<file path="src/hdl/ror_ram.sv">
// generic single-port-write, single-port-read ram with registered read
module ror_ram #(
  parameter int WIDTH = 8,
  parameter int DEPTH = 16
) (
  input  logic                     clk,
  input  logic                     wr_en,
  input  logic [$clog2(DEPTH)-1:0] wr_addr,
  input  logic [WIDTH-1:0]         wr_data,
  input  logic                     rd_en,
  input  logic [$clog2(DEPTH)-1:0] rd_addr,
  output logic [WIDTH-1:0]         rd_data
);

  logic [WIDTH-1:0] mem [DEPTH];

  // write port
  always_ff @(posedge clk) begin
    if (wr_en) begin
      mem[wr_addr] <= wr_data;
    end
  end

  // registered read port
  always_ff @(posedge clk) begin
    if (rd_en) begin
      rd_data <= mem[rd_addr];
    end
  end

endmodule

</file>
<file path="config.mk">
export PLATFORM = sky130hd
export DESIGN_NAME = ror_ram
export DESIGN_NICKNAME = d
export VERILOG_FILES = /design/src/hdl/ror_ram.sv
export SDC_FILE = /design/constraint.sdc
export NUM_CORES = 1
export LEC_CHECK = 0
export ABC_AREA = 1
export ABC_CLOCK_PERIOD_IN_PS = 1400
export BUFFER_PORTS_ARGS = -buffer_cell sky130_fd_sc_hd__buf_2
export CAP_MARGIN = 20
export CORE_AREA = 5 5 104 106
export CTS_BUF_LIST = sky130_fd_sc_hd__clkbuf_2
export DETAILED_ROUTE_END_ITERATION = 16
export DIE_AREA = 0 0 109 111
export GPL_TIMING_DRIVEN = 0
export PLACE_DENSITY = 0.82
export SETUP_SLACK_MARGIN = 0.3
export SLEW_MARGIN = 20
export SYNTH_ARGS = -nofsm -noshare
export SYNTH_HDL_FRONTEND = slang
export SYNTH_SLANG_ARGS = --single-unit
</file>
<file path="constraint.sdc">
create_clock -name clk -period 1.4 [get_ports clk]
set_input_delay 0.07 -clock clk [delete_from_list [all_inputs] [get_ports clk]]
set_output_delay 0.07 -clock clk [all_outputs]
set_load 0.1 [all_outputs]
</file>
==> results of run 1 <==
==> power groups by stage <==
stage          sequential (µW)  combinational, µW  clock, µW
2_1_floorplan             4840                322          0
3_3_place_gp              4690                688          0
3_5_place_dp              4690                705          0
4_1_cts                   4610                772       2510
5_1_grt                   4620                905       2710
6_report                  4610                862       2500
==> per-stage QoR <==
stage	worst slack [ps]	util (%)	TNS, ps	total power (µW)
final	44.0	70.5	0	7970
after floorplan	379	-	0	5160
after CTS	-4.69	68.3	-8.00	7890
after global placement	-119	63.3	-3610	5380
after global routing	-46.8	70.5	-220	8230
after detailed placement	-191	63.3	-7130	5400
==> synthesized netlist by cell type (all sizes together) <==
cell type,count
nand3,97
nand3b,2
inv,102
nand2,173
nor2,17
buf,24
edfxtp,136
==> kinds of logic (layout without fill, tap and decap cells) <==
group,count (synthesis),count (layout),synth area share (%)
buffers and inverters,126,196,9.39
AND/OR/NAND/NOR,289,289,20.8
flip-flops,136,136,69.8
==> registers in the layout, summed over array words and instances (netlist names) <==
| signal | flops |
|---|---|
| mem | 128 |
| rd_data | 8 |
==> final cells by class <==
| class | count | area share [%] |
|---|---|---|
| clock inverters | 10 | 2.24 |
| inverters | 102 | 5.66 |
| repair buffers | 39 | 4.76 |
| well taps | 133 | 2.44 |
| clock buffers | 21 | 1.54 |
| flip-flops and latches | 136 | 59.8 |
| multi-input cells | 289 | 21.1 |
| plain buffers | 24 | 2.46 |
==> worst min path at each step <==
stage	slack [ps]	cells after the start	from	endpoint
4_1_cts	-50	3	wr_addr[1]	mem[7][2]$_DFFE_PP_
6_report	20	3	wr_addr[1]	mem[7][4]$_DFFE_PP_
2_1_floorplan	170	0	wr_data[0]	mem[0][0]$_DFFE_PP_
5_1_grt	-6	3	wr_addr[1]	mem[10][2]$_DFFE_PP_
3_5_place_dp	410	1	rd_en	rd_data[6]$_DFFE_PP_
3_3_place_gp	400	1	rd_en	rd_data[6]$_DFFE_PP_
==> metal layers <==
metal	part of all wire (%)	track usage [%]	routed length (µm)
met5	0	0	0
met4	3.5	10.2	493
met3	14	7.16	1910
met2	46	34.4	6430
met1	37	32.8	5110
==> cell usage in the layout, fill, tap and decap left out, drive strengths merged <==
| cell type | n |
|---|---|
| buf | 46 |
| bufinv | 4 |
| clkbuf | 22 |
| clkinv | 5 |
| clkinvlp | 2 |
| dlygate4sd3 | 16 |
| edfxtp | 136 |
| inv | 101 |
| nand2 | 173 |
| nand3 | 97 |
| nand3b | 2 |
| nor2 | 17 |
==> timing repair <==
item / in CTS / in global routing
hold endpoints to repair: 188 / 18
setup buffers: 0 / 0
hold buffers: 15 / 1
cloned: 0 / 0
pin swaps: 6 / 25
resized for setup: 22 / 53
endpoints found under the setup margin: 13 / 88
==> flow_metrics.tcl, run 1 <==
set metrics [dict create \
    outcome "completed" \
    ios 27 \
    synth.top_cell.area_share_pct 69.8 \
    crit_slowest_cell "edfxtp_1" \
    syn_inst 551 \
    antenna_found_initial 0 \
    cap_violations 0 \
    n_antenna_cell 0 \
    hold_class "primary input to flop" \
    grt_pass1_wl_um 20900 \
    vias 4234 \
    swShare_pct 24.7 \
    num_rows 36 \
    track_usage_pct 23.6 \
    die_h_um 111 \
    regToRegSetupSlack_ps 270 \
    multi_input_area_um2 1440 \
    cts_root_buf "clkbuf_2" \
    syn_area_per_cell_um2 10.6 \
    portBuffers 23 \
    whs_ps 16.5 \
    drt_iter0_drc 610 \
    worstRegToRegCells 6 \
    cts_htree_levels 4 \
    fmax_mhz 737 \
    crit_family "flip-flops" \
    seq_area_frac_synth_pct 69.8 \
    critPathRequiredTime_ps 1330 \
    power.share.clock_pct 31.4 \
    die_w_um 109 \
    p_int_uw 6010 \
    placed_area_um2 6130 \
    path_max_fanout 1 \
    irDropWorstVdd_v 0.000609 \
    crit_start "rd_data[5]$_DFFE_PP_" \
    dp_hpwl_um 8590 \
    dieArea_um2 12100 \
    filler_cell_count 638 \
    start_util_pct 60.4 \
    wl_per_cell_um 18.5 \
    hold_viol_final 0 \
    critPathKind "flop to output pin" \
    power-per-cell-area_nw_per_um2 1170 \
    vias_per_cell 5.62 \
    cts_made_buffers 17 \
    fin_skew_ps 26.7 \
    grt_max_degree 17 \
    clock_path_buffers 2 \
    cp.depth 1 \
    p_leak_uw 0.00294 \
    p_sw_uw 1970 \
    syn-num-nets 570 \
    maxSlewViolCount 0 \
    path_clk_slew_ps 190 \
    drive_gt1_share_pct 22.1 \
    drcViolationCount 0 \
    ant_nets 0 \
    p_seq_share_pct 57.8 \
    worstSetupEndpoint "rd_data[5]" \
    period_share_pct 96.9 \
    cp-end-kind "output pin" \
    fin_cells 754 \
    ys_warn_count 0 \
    syn-cell-area_um2 5850 \
    finalNetCount 628 \
    ys_types 11 \
    synth_area_leaders "edfxtp_1 (70%), nand2_1 (11%), nand3_1 (8.3%)" \
    final_area_um2 6830 \
    worstPathCellList "buf_6" \
    start_kind "flop" \
    combPwrFrac_pct 10.8 \
    coreArea_um2 9680 \
    gp_congestion 0.911 \
    post-route-min-period_ps 1360 \
    rsz0062_at_grt "true" \
    register_area_um2 4080 \
    area_growth_pct 16.8 \
    cts_tree "done" \
    crit_buf_inv 1 \
    grt_pass1_vias 3907 \
    setup_viol 0 \
    synth_area_leader_cell "edfxtp_1" \
    relSlewSlack_pct 31.5 \
    r2r_end "rd_data[4]$_DFFE_PP_" \
    slowest_delay_ps 420 \
    placed_cells 707 \
    r2r_start "mem[6][4]$_DFFE_PP_" \
    synth-seq-cells 136 \
    cts_num_sinks 136 \
    cp.arrival_ps 1290 \
    drtPass1Iterations 8 \
    worstMarginPinSlew_ps 1020 \
    clock_latency_ps 670 \
    grt-ovfl-total 0 \
    drt-total-wl_um 13900 \
]
Power figures use the tool's default switching activity.
==> run 2: changes to the inputs <==
--- a/config.mk
+++ b/config.mk
@@ -9,12 +9,12 @@
 export ABC_CLOCK_PERIOD_IN_PS = 1400
 export BUFFER_PORTS_ARGS = -buffer_cell sky130_fd_sc_hd__buf_2
 export CAP_MARGIN = 20
-export CORE_AREA = 5 5 104 106
+export CORE_AREA = 2 2 113 115
 export CTS_BUF_LIST = sky130_fd_sc_hd__clkbuf_2
 export DETAILED_ROUTE_END_ITERATION = 16
-export DIE_AREA = 0 0 109 111
+export DIE_AREA = 0 0 115 117
 export GPL_TIMING_DRIVEN = 0
-export PLACE_DENSITY = 0.82
+export PLACE_DENSITY = 0.69
 export SETUP_SLACK_MARGIN = 0.3
 export SLEW_MARGIN = 20
 export SYNTH_ARGS = -nofsm -noshare
==> flow_metrics.tcl, run 2 (synthesized netlist as in run 1, its figures left out) <==
set metrics [dict create \
    wl_per_cell_um 18.5 \
    cts_made_buffers 17 \
    slowest_delay_ps 430 \
    cts_tree "done" \
    vias_per_cell 5.28 \
    fin_skew_ps 14.5 \
    path_max_fanout 1 \
    filler_cell_count 1001 \
    whs_ps 132 \
    path_clk_slew_ps 190 \
    portBuffers 23 \
    violations "setup timing" \
    antenna_found_initial 0 \
    grt-ovfl-total 0 \
    p_leak_uw 0.00302 \
    cp.depth 1 \
    p_sw_uw 2110 \
    drt-total-wl_um 14300 \
    area_growth_pct 21.4 \
    placed_cells 724 \
    setup_viol 7 \
    grt_max_degree 17 \
    critPathRequiredTime_ps 1330 \
    irDropWorstVdd_v 0.000491 \
    drcViolationCount 0 \
    swShare_pct 25.4 \
    start_kind "flop" \
    fmax_mhz 705 \
    worstMarginPinSlew_ps 514 \
    outcome "finished, violations left" \
    drt_iter0_drc 417 \
    largest_register "mem" \
    dieArea_um2 13500 \
    crit_start "rd_data[3]$_DFFE_PP_" \
    combPwrFrac_pct 10.9 \
    crit_buf_inv 1 \
    setup_slack_ps -17.5 \
    r2r_start "mem[6][7]$_DFFE_PP_" \
    clock_latency_ps 730 \
    cap_violations 0 \
    clock_path_buffers 2 \
    power.share.clock_pct 33.6 \
    period_share_pct 101 \
    p_seq_share_pct 55.5 \
    cts_num_sinks 136 \
    num_rows 41 \
    gp_congestion 0.888 \
    worstSetupEndpoint "rd_data[3]" \
    crit_slowest_cell "edfxtp_1" \
    power-per-cell-area_nw_per_um2 1170 \
    grt_pass1_wl_um 21100 \
    vias 4093 \
    drive_gt1_share_pct 25.6 \
    n_antenna_cell 0 \
    largest_reg_flops 128 \
    hold_class "primary input to flop" \
    die_w_um 115 \
    hold_viol_final 0 \
    mostFrequentLayoutCells "nand2_1 (158), edfxtp_1 (136), inv_1 (100)" \
    multi_input_area_um2 1620 \
    crit_family "flip-flops" \
    fin_cells 775 \
    relSlewSlack_pct 65.6 \
    p_int_uw 6190 \
    start_util_pct 47.5 \
    regToRegSetupSlack_ps 280 \
    critPathKind "flop to output pin" \
    top_regs "mem (128), rd_data (8)" \
    cp.arrival_ps 1350 \
    register_area_um2 4080 \
    die_h_um 117 \
    rsz0062_at_grt "true" \
    drtPass1Iterations 5 \
    maxSlewViolCount 0 \
    utilization_pct 57.7 \
    dp_hpwl_um 8930 \
    coreArea_um2 12300 \
    layout_commonest_cell "nand2_1" \
    track_usage_pct 22.2 \
    ant_nets 0 \
    grt_pass1_vias 3761 \
    cp-end-kind "output pin" \
    cts_htree_levels 4 \
    r2r_end "rd_data[7]$_DFFE_PP_" \
    worstPathCellList "buf_6" \
    worstRegToRegCells 6 \
    cts_root_buf "clkbuf_2" \
    finalNetCount 631 \
    post-route-min-period_ps 1420 \
    ios 27 \
]
[run 2: layout make-up]
cell class	instances	share of cell area (%)
Sequential cell	136	57.5
Timing Repair Buffer	42	5.08
Buffer	24	2.36
Clock inverter	14	2.89
Inverter	102	5.39
Multi-Input combinational cell	289	22.8
Tap cell	150	2.64
Clock buffer	18	1.27
[run 2: through the flow]
step	worst slack, ps	cell area (µm²)	total power, µW	TNS [ps]
after floorplan	379	5850	5160	0
after global placement	-114	6150	5400	-3450
after detailed placement	-234	6150	5420	-6200
after CTS	-65.0	6830	8250	-458
after global routing	-83.8	7100	8570	-599
final	-17.5	7100	8300	-53.5
[run 2: power groups by stage]
stage | clock, µW | combinational (µW) | sequential (µW)
4_1_cts | 2820 | 824 | 4610
3_5_place_dp | 0 | 722 | 4690
5_1_grt | 2990 | 960 | 4620
3_3_place_gp | 0 | 708 | 4690
2_1_floorplan | 0 | 322 | 4840
6_report | 2790 | 902 | 4610
[run 2: how the worst min path moves through the flow]
stage          startpoint                    to  cells after the start
2_1_floorplan  wr_data[0]   mem[0][0]$_DFFE_PP_                      0
5_1_grt             wr_en  mem[11][5]$_DFFE_PP_                      3
3_5_place_dp        rd_en  rd_data[2]$_DFFE_PP_                      1
6_report            wr_en   mem[6][7]$_DFFE_PP_                      3
3_3_place_gp        rd_en  rd_data[3]$_DFFE_PP_                      1
4_1_cts             wr_en  mem[11][5]$_DFFE_PP_                      3
[run 2: repair_timing]
item / CTS / global route
pin swaps: 11 / 24
endpoints found under the setup margin: 16 / 144
hold buffers: 19 / 0
gates resized for setup: 46 / 70
endpoints found under the hold margin: 233 / 0
buffers inserted: 0 / 0
[run 2: per-layer routing]
metal | routed length [µm] | vias to the layer above | track usage, % | share of wire, %
met1 | 5740 | 1955 | 29.4 | 40
met2 | 7130 | 206 | 35.8 | 50
met3 | 1240 | 23 | 5.25 | 8.7
li1 | - | 1909 | - | -
met5 | 0 | - | 0 | 0
met4 | 227 | 0 | 8.76 | 1.6
